File: src/sv/escape_sequence_decoder_top_macros.svh
// Assertion macros shared by the escape decoder RTL.
`ifndef ESCAPE_SEQUENCE_DECODER_TOP_MACROS_SVH
`define ESCAPE_SEQUENCE_DECODER_TOP_MACROS_SVH

// Same-cycle implication, checked on every clock edge outside reset.
`define ESD_ASSERT_NOW(label, ante, cons, msg) \
   label: assert property (@(posedge clock) disable iff (reset) (ante) |-> (cons)) \
      else $error(msg);

// Next-cycle implication, checked on every clock edge outside reset.
`define ESD_ASSERT_NEXT(label, ante, cons, msg) \
   label: assert property (@(posedge clock) disable iff (reset) (ante) |=> (cons)) \
      else $error(msg);

`endif

File: src/sv/esd_pkg.sv
// Types and constants for the backslash escape decoder.
package esd_pkg;

   typedef enum logic [3:0] {
      MODE_NORMAL = 4'd0,
      MODE_ESC    = 4'd1,
      MODE_X1     = 4'd2,
      MODE_X2     = 4'd3,
      MODE_U1     = 4'd4,
      MODE_U2     = 4'd5,
      MODE_U3     = 4'd6,
      MODE_U4     = 4'd7,
      MODE_ERR    = 4'd8
   } mode_type;

   typedef enum logic [1:0] {
      ST_OK  = 2'd0,
      ST_NUL = 2'd1,
      ST_HEX = 2'd2,
      ST_UNI = 2'd3
   } status_type;

   // One decoded group: up to three byte records, or a single done record.
   typedef struct packed {
      logic [1:0]      nrec;
      logic [2:0][7:0] bytes;
      logic            is_done;
      logic            done_valid;
      status_type      status;
   } group_type;

   localparam int QUEUE_DEPTH = 2;
   localparam int QPTR_W      = $clog2(QUEUE_DEPTH);
   localparam int QCNT_W      = $clog2(QUEUE_DEPTH + 1);

   localparam logic [7:0] CHAR_BACKSLASH = 8'h5C;
   localparam logic [7:0] CHAR_N         = 8'h6E;
   localparam logic [7:0] CHAR_R         = 8'h72;
   localparam logic [7:0] CHAR_T         = 8'h74;
   localparam logic [7:0] CHAR_ZERO      = 8'h30;
   localparam logic [7:0] CHAR_X         = 8'h78;
   localparam logic [7:0] CHAR_U         = 8'h75;
   localparam logic [7:0] BYTE_LF        = 8'h0A;
   localparam logic [7:0] BYTE_CR        = 8'h0D;
   localparam logic [7:0] BYTE_TAB       = 8'h09;

   localparam logic [15:0] CP_MAX_1BYTE  = 16'h007F;
   localparam logic [15:0] CP_MAX_2BYTE  = 16'h07FF;
   localparam logic [7:0]  UTF8_LEAD2    = 8'hC0;
   localparam logic [7:0]  UTF8_LEAD3    = 8'hE0;
   localparam logic [7:0]  UTF8_CONT     = 8'h80;

endpackage

File: src/sv/esd_parser.sv
// Escape parser: mode state and per-byte decode into one output group.
module esd_parser (
   input  logic                clock,
   input  logic                reset,
   input  logic                accept,
   input  logic [7:0]          text_byte,
   input  logic                end_of_text,
   output esd_pkg::group_type  grp,
   output logic                grp_push
);
   import esd_pkg::*;

   mode_type    mode_ff, mode_in;
   logic [15:0] acc_ff, acc_in;
   status_type  err_ff, err_in;

   logic        hex_ok;
   logic [3:0]  hex_d;
   logic [15:0] acc_shift;

   always_comb begin
      hex_ok = 1'b1;
      hex_d  = 4'd0;
      if (text_byte >= 8'h30 && text_byte <= 8'h39) begin
         hex_d = text_byte[3:0];
      end else if ((text_byte >= 8'h61 && text_byte <= 8'h66) ||
                   (text_byte >= 8'h41 && text_byte <= 8'h46)) begin
         hex_d = text_byte[3:0] + 4'd9;
      end else begin
         hex_ok = 1'b0;
      end
   end

   assign acc_shift = {acc_ff[11:0], hex_d};

   // next state
   always_comb begin
      mode_in = mode_ff;
      acc_in  = acc_ff;
      err_in  = err_ff;
      if (accept) begin
         if (end_of_text) begin
            mode_in = MODE_NORMAL;
            acc_in  = '0;
            err_in  = ST_OK;
         end else begin
            unique case (mode_ff) inside
               MODE_ERR: begin
               end
               MODE_ESC: begin
                  mode_in = MODE_NORMAL;
                  if (text_byte == CHAR_ZERO) begin
                     mode_in = MODE_ERR;
                     err_in  = ST_NUL;
                     acc_in  = '0;
                  end else if (text_byte == CHAR_X) begin
                     mode_in = MODE_X1;
                     acc_in  = '0;
                  end else if (text_byte == CHAR_U) begin
                     mode_in = MODE_U1;
                     acc_in  = '0;
                  end
               end
               MODE_X1, MODE_X2: begin
                  if (!hex_ok) begin
                     mode_in = MODE_ERR;
                     err_in  = ST_HEX;
                     acc_in  = '0;
                  end else if (mode_ff == MODE_X1) begin
                     mode_in = MODE_X2;
                     acc_in  = acc_shift;
                  end else begin
                     mode_in = MODE_NORMAL;
                     acc_in  = '0;
                  end
               end
               MODE_U1, MODE_U2, MODE_U3: begin
                  if (!hex_ok) begin
                     mode_in = MODE_ERR;
                     err_in  = ST_UNI;
                     acc_in  = '0;
                  end else begin
                     mode_in = mode_type'(mode_ff + 4'd1);
                     acc_in  = acc_shift;
                  end
               end
               MODE_U4: begin
                  mode_in = hex_ok ? MODE_NORMAL : MODE_ERR;
                  acc_in  = '0;
                  if (!hex_ok) begin
                     err_in = ST_UNI;
                  end
               end
               default: begin
                  mode_in = (text_byte == CHAR_BACKSLASH) ? MODE_ESC : MODE_NORMAL;
               end
            endcase
         end
      end
   end

   // outputs
   always_comb begin
      grp            = '0;
      grp.nrec       = 2'd1;
      grp.status     = ST_OK;
      grp_push       = 1'b0;
      if (accept) begin
         if (end_of_text) begin
            grp_push       = 1'b1;
            grp.is_done    = 1'b1;
            grp.done_valid = (mode_ff == MODE_ESC);
            grp.bytes[0]   = (mode_ff == MODE_ESC) ? CHAR_BACKSLASH : 8'h00;
            if (mode_ff == MODE_X1 || mode_ff == MODE_X2) begin
               grp.status = ST_HEX;
            end else if (mode_ff == MODE_U1 || mode_ff == MODE_U2 ||
                         mode_ff == MODE_U3 || mode_ff == MODE_U4) begin
               grp.status = ST_UNI;
            end else begin
               grp.status = err_ff;
            end
         end else begin
            unique case (mode_ff) inside
               MODE_ERR, MODE_X1, MODE_U1, MODE_U2, MODE_U3: begin
               end
               MODE_ESC: begin
                  grp_push = !(text_byte == CHAR_ZERO || text_byte == CHAR_X ||
                               text_byte == CHAR_U);
                  if (text_byte == CHAR_N) begin
                     grp.bytes[0] = BYTE_LF;
                  end else if (text_byte == CHAR_R) begin
                     grp.bytes[0] = BYTE_CR;
                  end else if (text_byte == CHAR_T) begin
                     grp.bytes[0] = BYTE_TAB;
                  end else begin
                     grp.bytes[0] = text_byte;
                  end
               end
               MODE_X2: begin
                  grp_push     = hex_ok;
                  grp.bytes[0] = acc_shift[7:0];
               end
               MODE_U4: begin
                  grp_push = hex_ok;
                  if (acc_shift <= CP_MAX_1BYTE) begin
                     grp.bytes[0] = acc_shift[7:0];
                  end else if (acc_shift <= CP_MAX_2BYTE) begin
                     grp.nrec     = 2'd2;
                     grp.bytes[0] = UTF8_LEAD2 | {3'b000, acc_shift[10:6]};
                     grp.bytes[1] = UTF8_CONT | {2'b00, acc_shift[5:0]};
                  end else begin
                     grp.nrec     = 2'd3;
                     grp.bytes[0] = UTF8_LEAD3 | {4'b0000, acc_shift[15:12]};
                     grp.bytes[1] = UTF8_CONT | {2'b00, acc_shift[11:6]};
                     grp.bytes[2] = UTF8_CONT | {2'b00, acc_shift[5:0]};
                  end
               end
               default: begin
                  grp_push     = (text_byte != CHAR_BACKSLASH);
                  grp.bytes[0] = text_byte;
               end
            endcase
         end
      end
   end

   always_ff @(posedge clock) begin
      if (reset) begin
         mode_ff <= MODE_NORMAL;
         acc_ff  <= '0;
         err_ff  <= ST_OK;
      end else begin
         mode_ff <= mode_in;
         acc_ff  <= acc_in;
         err_ff  <= err_in;
      end
   end

endmodule

File: src/sv/escape_sequence_decoder_top.sv
// Usage: backslash escape decoder, one text byte in per transfer, decoded records out.
// req channel: req_tdata is the text byte, req_tlast marks the end item (no byte).
// rsp channel: one transfer per result record; rsp_tlast marks the last record
//   caused by an input item, rsp_tuser carries byte_valid, done_res and status.
// Each item is decoded in the cycle it is accepted; a group it yields lands in a
// two-entry group queue; the queue head is sent record by record.
// An item's group is registered into the queue; its first record goes out once the group heads the queue.
// Throughput: one item per cycle while items yield at most one record and rsp_tready
//   is high; a \uHHHH item yielding two or three UTF-8 bytes holds the output until
//   each byte is sent, and input takes stall once both queue entries are in use.
// Items that yield nothing (backslash, leading hex digits, bytes after an error)
//   produce no transfer.
// The end item gives exactly one done record whose status is the text's status;
//   a nonzero status means the consumer drops the text.
// Reset clears the parse state and empties the queue; no clearing pass is needed.
// When the receiver stalls, the head record holds and req_tready drops once the
//   queue is full; req_tready never depends on rsp_tready in the same cycle.
module escape_sequence_decoder_top (
   input  logic       clock,
   input  logic       reset,
   input  logic       req_tvalid,
   output logic       req_tready,
   input  logic [7:0] req_tdata,   // [7:0] text_byte
   input  logic       req_tlast,   // end_of_text
   output logic       rsp_tvalid,
   input  logic       rsp_tready,
   output logic [7:0] rsp_tdata,   // [7:0] out_byte
   output logic [3:0] rsp_tuser,   // [0] byte_valid, [1] done_res, [3:2] status
   output logic       rsp_tlast    // last_of_run
);
   import esd_pkg::*;
   `include "escape_sequence_decoder_top_macros.svh"

   group_type          q_ff [QUEUE_DEPTH];
   logic [QPTR_W-1:0]  wr_ptr_ff, wr_ptr_in;
   logic [QPTR_W-1:0]  rd_ptr_ff, rd_ptr_in;
   logic [QCNT_W-1:0]  cnt_ff, cnt_in;
   logic [1:0]         rec_idx_ff, rec_idx_in;

   group_type grp;
   group_type head;
   logic      grp_push;
   logic      accept;
   logic      rsp_xfer;
   logic      rec_last;
   logic      pop;

   assign req_tready = (cnt_ff != QCNT_W'(QUEUE_DEPTH));
   assign accept     = req_tvalid && req_tready;

   esd_parser u_parser (
      .clock       (clock),
      .reset       (reset),
      .accept      (accept),
      .text_byte   (req_tdata),
      .end_of_text (req_tlast),
      .grp         (grp),
      .grp_push    (grp_push)
   );

   assign head       = q_ff[rd_ptr_ff];
   assign rsp_tvalid = (cnt_ff != '0);
   assign rsp_xfer   = rsp_tvalid && rsp_tready;
   assign rec_last   = (rec_idx_ff == (head.nrec - 2'd1));
   assign pop        = rsp_xfer && rec_last;

   assign rsp_tdata = head.bytes[rec_idx_ff];
   assign rsp_tuser = {head.status, head.is_done, head.is_done ? head.done_valid : 1'b1};
   assign rsp_tlast = rec_last;

   always_comb begin
      wr_ptr_in  = wr_ptr_ff;
      rd_ptr_in  = rd_ptr_ff;
      cnt_in     = cnt_ff;
      rec_idx_in = rec_idx_ff;
      if (grp_push) begin
         wr_ptr_in = (wr_ptr_ff == QPTR_W'(QUEUE_DEPTH - 1)) ? '0 : wr_ptr_ff + 1'b1;
      end
      if (pop) begin
         rd_ptr_in = (rd_ptr_ff == QPTR_W'(QUEUE_DEPTH - 1)) ? '0 : rd_ptr_ff + 1'b1;
      end
      if (grp_push && !pop) begin
         cnt_in = cnt_ff + 1'b1;
      end else if (pop && !grp_push) begin
         cnt_in = cnt_ff - 1'b1;
      end
      if (rsp_xfer) begin
         rec_idx_in = rec_last ? 2'd0 : rec_idx_ff + 2'd1;
      end
   end

   always_ff @(posedge clock) begin
      if (reset) begin
         wr_ptr_ff  <= '0;
         rd_ptr_ff  <= '0;
         cnt_ff     <= '0;
         rec_idx_ff <= '0;
      end else begin
         wr_ptr_ff  <= wr_ptr_in;
         rd_ptr_ff  <= rd_ptr_in;
         cnt_ff     <= cnt_in;
         rec_idx_ff <= rec_idx_in;
      end
   end

   always_ff @(posedge clock) begin
      if (grp_push) begin
         q_ff[wr_ptr_ff] <= grp;
      end
   end

   `ESD_ASSERT_NOW(a_push_not_full, grp_push, cnt_ff != QCNT_W'(QUEUE_DEPTH), "push into full queue")
   `ESD_ASSERT_NOW(a_rec_in_group, rsp_tvalid, rec_idx_ff < head.nrec, "record index past group")
   `ESD_ASSERT_NOW(a_done_single, rsp_tvalid && head.is_done, rsp_tlast && rec_idx_ff == 2'd0,
      "done record not a single-record group")
   `ESD_ASSERT_NEXT(a_cnt_grows, grp_push && !pop, cnt_ff == $past(cnt_ff) + 1'b1,
      "queue count did not grow on push")

endmodule
File: config.mk
export PLATFORM = sky130hd
export DESIGN_NAME = escape_sequence_decoder_top
export DESIGN_NICKNAME = d
export VERILOG_FILES = /design/src/sv/esd_pkg.sv /design/src/sv/esd_parser.sv /design/src/sv/escape_sequence_decoder_top.sv
export VERILOG_INCLUDE_DIRS = /design/src /design/src/sv
export SDC_FILE = /design/constraint.sdc
export NUM_CORES = 1
export LEC_CHECK = 0
export ABC_AREA = 1
export BUFFER_PORTS_ARGS = -buffer_cell sky130_fd_sc_hd__buf_2
export CAP_MARGIN = 20
export CORE_MARGIN = 10
export CORE_UTILIZATION = 50
export CTS_BUF_LIST = sky130_fd_sc_hd__clkbuf_4 sky130_fd_sc_hd__clkbuf_8
export CTS_CLUSTER_DIAMETER = 100
export CTS_CLUSTER_SIZE = 28
export DETAILED_ROUTE_END_ITERATION = 6
export PLACE_DENSITY = 0.71
export SETUP_SLACK_MARGIN = 0.05
export SLEW_MARGIN = 20
export SYNTH_ARGS = -nofsm -noshare
export SYNTH_HDL_FRONTEND = slang
export SYNTH_SLANG_ARGS = --single-unit
File: constraint.sdc
create_clock -name clock -period 11.8 [get_ports clock]
set_clock_uncertainty 0.05 [all_clocks]
set_input_delay 1.18 -clock clock [delete_from_list [all_inputs] [get_ports clock]]
set_output_delay 1.18 -clock clock [all_outputs]
set_load 0.01 [all_outputs]
# --- Word-level counts from Yosys, hierarchy flattened ---
# Memories as Yosys holds them, arrays and structs flattened. A register that Yosys moved wholly into a read port is not among the register bits.
# Cells that the tools add are included.
classes:
  addsub: 8
  n_mux: 59
  eq_ne: 23
  reduce_logical: 30
  order_cmp: 9
ops:
  columns: ["operator", "n"]
  rows:
  - ["$mux W12", 7]
  - ["$mux W8", 7]
  - ["$mux W18", 3]
  - ["$eq A8 B7 Y1 const B", 6]
  - ["$pmux W12 S4", 1]
  - ["$mux W4", 8]
  - ["$pmux W8 S4", 1]
  - ["$mux W30", 1]
  - ["$mux W2", 10]
  - ["$pmux W4 S5", 1]
  - ["$bmux W8 S2", 1]
  - ["$eq A4 B3 Y1 const B", 4]
  - ["$ge A8 B7 Y1 const B", 2]
  - ["$le A16 B11 Y1 const B", 1]
  - ["$le A16 B7 Y1 const B", 1]
  - ["$le A8 B7 Y1 const B", 2]
  - ["$mux W14", 1]
  - ["$mux W1", 13]
  - ["$ne A3 B3 Y1 const B", 3]
  - ["$eq A4 B2 Y1 const B", 2]
  - ["$eq A8 B6 Y1 const B", 1]
  - ["$ge A8 B6 Y1 const B", 1]
  - ["$le A8 B6 Y1 const B", 1]
  - ["$logic_and A1 B1 Y1", 8]
  - ["28 further kinds", 43]
totals:
  word_cells: 137
  out_inout_bits: 15
  n_memories: 1
  regBits: 24
  mem_bits_rw: 60
memory_table:
  columns: ["name", "depth", "width", "read_ports", "rd_ports_with_merged_regs", "write_ports", "line_no", "rtl"]
  rows:
  - ["q_ff", 2, 30, 1, 1, 1, "escape_sequence_decoder_top.sv:34", "group_type q_ff [QUEUE_DEPTH];"]

# --- Longest topological paths before layout ---
logic_depth:
  ltp_word: 12
  mapped_depth: 15
  ltp_nobuf: 15

# --- By module ---
# From an unflattened synthesis, not the netlist that was laid out.
hier_totals:
  hier_cells: 584
  hier_area_um2: 4689.5
modules_own_cells:
  columns: ["mod", "n_inst", "area_each_um2", "cells_per_inst"]
  rows:
  - ["escape_sequence_decoder_top", 1, 2632.5, 215]
  - ["esd_parser", 1, 2057.0, 369]

# --- Worst setup path after synthesis ---
# OpenSTA, ideal clock, no wires.
synth_timing:
  path_type: "input to register"
  startpoint: "input port req_tdata[0]"
  endpoint: "memory q_ff[0][0] (netlist bit), enable pin"
  setup_time_ps: 445
  required_ps: 11305
  setup_slack_ps: 7286
  cell_stages: 9
  t_arrival_ps: 4019
  path_buffers: 0
  cell_sequence: "inv_1 ha_1 nand3b_1 nand3_1 nand2_2 nand2_1 nand2_1 nor2_1 nor3_1"
synth_between:
  elab_chain_cells: 10
  word_cells_on_any_way: 24
  cone_classes: "order compare: 6; eq/ne: 4; mux: 7; reduce/logical: 7"
synth_lines:
  columns: ["item", "line_no", "rtl"]
  rows:
  - ["from (decl)", "escape_sequence_decoder_top.sv:23", "input logic [7:0] req_tdata,"]
  - ["$ge A8 B7 Y1 (tied with other cells)", "esd_parser.sv:26", "end else if ((text_byte >= 8'h61 && text_byte <= 8'h66) ||"]
  - ["$logic_and A1 B1 Y1 (on tied branches)", "esd_parser.sv:26, esd_parser.sv:27", null]
  - ["$logic_or A1 B1 Y1", "esd_parser.sv:26", null]
  - ["$mux W1", "esd_parser.sv:26", null]
  - ["$mux W1", "esd_parser.sv:24", "if (text_byte >= 8'h30 && text_byte <= 8'h39) begin"]
  - ["$pmux W1 S3 (*)", "esd_parser.sv:123", "unique case (mode_ff) inside"]
  - ["$mux W1 (*)", "esd_parser.sv:109", "if (end_of_text) begin"]
  - ["$mux W1 (*)", "esd_parser.sv:108", "if (accept) begin"]
  - ["$mux W1 (*)", "escape_sequence_decoder_top.sv:107", "if (grp_push) begin"]
  - ["$mux W1 (not written as such) (*)", "escape_sequence_decoder_top.sv:108", "q_ff[wr_ptr_ff] <= grp;"]
  - ["to (decl)", "escape_sequence_decoder_top.sv:34", null]
# Every way passes the cells marked *; elsewhere a longest branch is shown, timed or not.

# --- Worst setup path after layout ---
layout_timing:
  startpoint: "input port req_tdata[0]"
  endpoint: "memory q_ff[1][23] (netlist bit), enable pin"
# The elaborated chain is that of the path after synthesis.

==> results.yml <==
run_status:
  status: "complete, no violations"
global_route:
  grt_overflow: 0
  grt_pass1_wl_um: 17900
  grt_pass1_vias: 3582
  antenna_found_initial: 0
  grt_start_max_net_pins: 29
  track_usage_pct: 17.3
clocking:
  post_cts_resized: 0
  cts-buffers-inserted: 9
  htreeDepth: 3
  clockRootBuffer: "clkbuf_8"
  ctsHoldBuffers: 0
  clk_pin_slew_ps: 90
  cts_tree: "yes"
  cts_buffer_depth: 2
  clock_latency_ps: 350
  cts_setup_buffers: 0
  cts.sinks: 79
worst_setup_path:
  critPathArrivalTime_ps: 3360
  cp_max_fo: 27
  criticalPathCategory: "in -> reg"
  critPathSlowestCell: "clkinv_1"
  cp-start-kind: "primary input"
  rr_worst_depth: 8
  reg2reg_from: "u_parser.mode_ff[0]$_SDFFE_PP0P_"
  endpoint_kind: "flop"
  required_ps: 11540
  crit_top_cell: "nand3_1"
  rrSetupSlack_ps: 8890
  r2r-end: "q_ff[1][23]$_DFFE_PP_"
  path_cells: "buf_2 > inv_1 > ha_1 > nand3b_1 > nand3_1 > nand2_2 > nand2_1 > nand4_1 > nand3_1 > clkinv_1"
  crit_path_max_incr_delay_ps: 780
die:
  fp.dieW_um: 112
  pin_count: 28
  start_util_pct: 51.5
  fp.dieH_um: 112
  dieArea_sq_um: 12600
  rows: 33
  core_area_sq_um: 8260
synthesis:
  synth_top_area_share_pct: 38.1
  ys_seq_area_share_pct: 49.9
  syn_inst: 521
  ys_ff_latch: 79
  yosys.area.top_type: "edfxtp_1"
  synth.avg_cell_area_sq_um: 8.16
  ys_top_cells_by_area: "edfxtp_1 (38%), dfxtp_1 (12%), nand2_1 (9.4%), nor2_1 (5.7%), o21ai_0 (5.5%)"
  synth.distinct_cells: 36
  synthesis.area_sq_um: 4250
  synth_fp_nets: 543
  yosys_warnings: 0
final_layout:
  mostFrequentLayoutCells: "nand2_1 (107), nor2_1 (65), inv_1 (56)"
  final_common_cell: "nand2_1"
  nFillCells: 784
  layout-drive-gt1-share_pct: 12.6
  syn2layout_area_growth_pct: 10.2
  insertedDiodeCount: 0
  nets: 571
  instances_no_fill: 659
  seq_area_sq_um: 2120
  multiInputGateArea_sq_um: 1850
route:
  initialDrtViolationCount: 249
  detail-route-antenna-nets: 0
  wire_per_inst_um: 16.5
  drt_first_pass_iters: 5
  via_per_inst: 5.61
  drc_errors: 0
  via_count: 3695
  routed_wirelength_um: 10800
worst_hold_path:
  min_from: "u_parser.err_ff[0]$_SDFFE_PP0P_"
  hp-class: "reg -> reg"
  worstHoldEndpoint: "u_parser.err_ff[0]$_SDFFE_PP0P_"
  whs_path_depth: 2
power:
  power_frac_comb_pct: 28.1
  p_sw_w: 0.000274
  p_per_area_nw_per_um2: 168
  switching_share_pct: 34.8
  internal_power_w: 0.000513
  worst_ir_drop_vdd_mv: 0.101
  pwr-share-seq_pct: 45.6
  p_leak_nw: 1.93
  power_frac_clock_pct: 26.3
place:
  port_buffers: 27
  dpl.cell_count: 643
  place_worst_setup_slack_ps: 7950
  hpwl_um: 8100
  gp_congestion: 0.985
flow_run:
  drv_cap: 0
sta:
  tightest_slew_ps: 993
  finalSetupViolCount: 0
  maxSlewViolCount: 0
  setup_tns_ps: 0
  rsz0062_at_grt: "false"
  post-route-min-period_ps: 3620
  maxSlewHeadroom_pct: 33.4
  final-hold-violation-count: 0
  finalCritPeriodShare_pct: 30.7
  fmax_ghz: 0.276
  fin_ws_ps: 8180
[worst max-delay path by stage]
| stage | cells past startpoint | from | to | slack [ps] |
|---|---|---|---|---|
| 2_1_floorplan | 9 | req_tdata[0] | q_ff[0][0]$_DFFE_PP_ | 7290 |
| 3_3_place_gp | 10 | req_tdata[0] | q_ff[1][11]$_DFFE_PP_ | 7980 |
| 3_5_place_dp | 10 | req_tdata[0] | q_ff[1][24]$_DFFE_PP_ | 7950 |
| 4_1_cts | 9 | flop | rsp_tlast | 8210 |
| 5_1_grt | 10 | req_tdata[0] | q_ff[1][23]$_DFFE_PP_ | 7950 |
| 6_report | 10 | req_tdata[0] | q_ff[1][23]$_DFFE_PP_ | 8180 |
[synthesized netlist by cell type]
cell / count
o22ai_1: 8
dfxtp_1: 25
buf_6: 1
nand3_1: 41
a22oi_1: 1
nor2_2: 5
o221ai_1: 3
a21o_1: 1
clkbuf_1: 8
nand4_1: 10
nor2_4: 4
or2_2: 2
o31ai_1: 1
nor2_1: 65
o21ai_2: 2
buf_2: 3
a31oi_1: 3
nor3_1: 4
nand3b_1: 2
o21a_1: 1
nand2_2: 6
nand2_1: 107
a21oi_1: 33
inv_2: 3
and3_1: 1
and2_0: 1
o21ai_1: 3
inv_1: 57
xor2_1: 3
ha_1: 9
mux2i_1: 1
edfxtp_1: 54
o21ai_0: 47
o211ai_1: 3
nand2_4: 2
nor3_2: 1
[layer usage]
metal	track usage (%)	vias up	wire, um
li1	-	1822	-
met1	23.4	1743	4940
met2	27.0	124	5050
met3	3.14	6	772
met4	6.26	0	87
met5	0	-	0
[layout make-up]
cell class / instances / area share, %
inverter: 60 / 4.81
clock inverter: 7 / 1.68
multi-input combinational: 370 / 39.6
timing repair buffer: 29 / 3.20
sequential: 79 / 45.3
tap: 105 / 2.80
clock buffer: 9 / 2.64
[worst max-delay path, delay by kind of cell]
family        cells  cell delay [ps]
buf+inv           3             1010
simple gates      6              870
fa+ha+maj         1              280
[cells by family after synthesis]
family	count (synthesis)	share of synthesized area (%)
AO/OA/AOI/OAI	106	13.7
buffers and inverters	72	6.62
multiplexers	1	0.235
adder cells (fa/ha/maj)	9	2.65
flip-flops	79	49.9
AND/OR/NAND/NOR	251	26.3
XOR/XNOR	3	0.618
[power by group through the flow]
| stage | clock [W] | sequential (W) | combinational (W) |
|---|---|---|---|
| 3_3_place_gp | 0 | 0.000363 | 0.000221 |
| 2_1_floorplan | 0 | 0.000359 | 0.000151 |
| 5_1_grt | 0.000225 | 0.000363 | 0.000252 |
| 3_5_place_dp | 0 | 0.000365 | 0.000225 |
| 4_1_cts | 0.000212 | 0.000358 | 0.000226 |
| 6_report | 0.000207 | 0.000358 | 0.000221 |
[through the flow]
step | power [W] | hold slack (ps) | area [sq um] | utilization [%]
2_1_floorplan | 0.000510 | 399 | 4250 | -
3_3_place_gp | 0.000584 | 416 | 4480 | 54.3
3_5_place_dp | 0.000590 | 431 | 4480 | 54.3
4_1_cts | 0.000796 | 443 | 4690 | 56.7
5_1_grt | 0.000839 | 461 | 4690 | 56.7
6_report | 0.000787 | 441 | 4690 | 56.7
[registers in the layout, indices dropped and copies added (netlist names), named ones only]
| register | count |
|---|---|
| rd_ptr_ff | 1 |
| u_parser.err_ff | 2 |
| u_parser.mode_ff | 4 |
| u_parser.acc_ff | 12 |
| q_ff | 54 |
| rec_idx_ff | 2 |
| wr_ptr_ff | 1 |
| cnt_ff | 2 |
No activity file was read; power rests on OpenSTA's default activity.
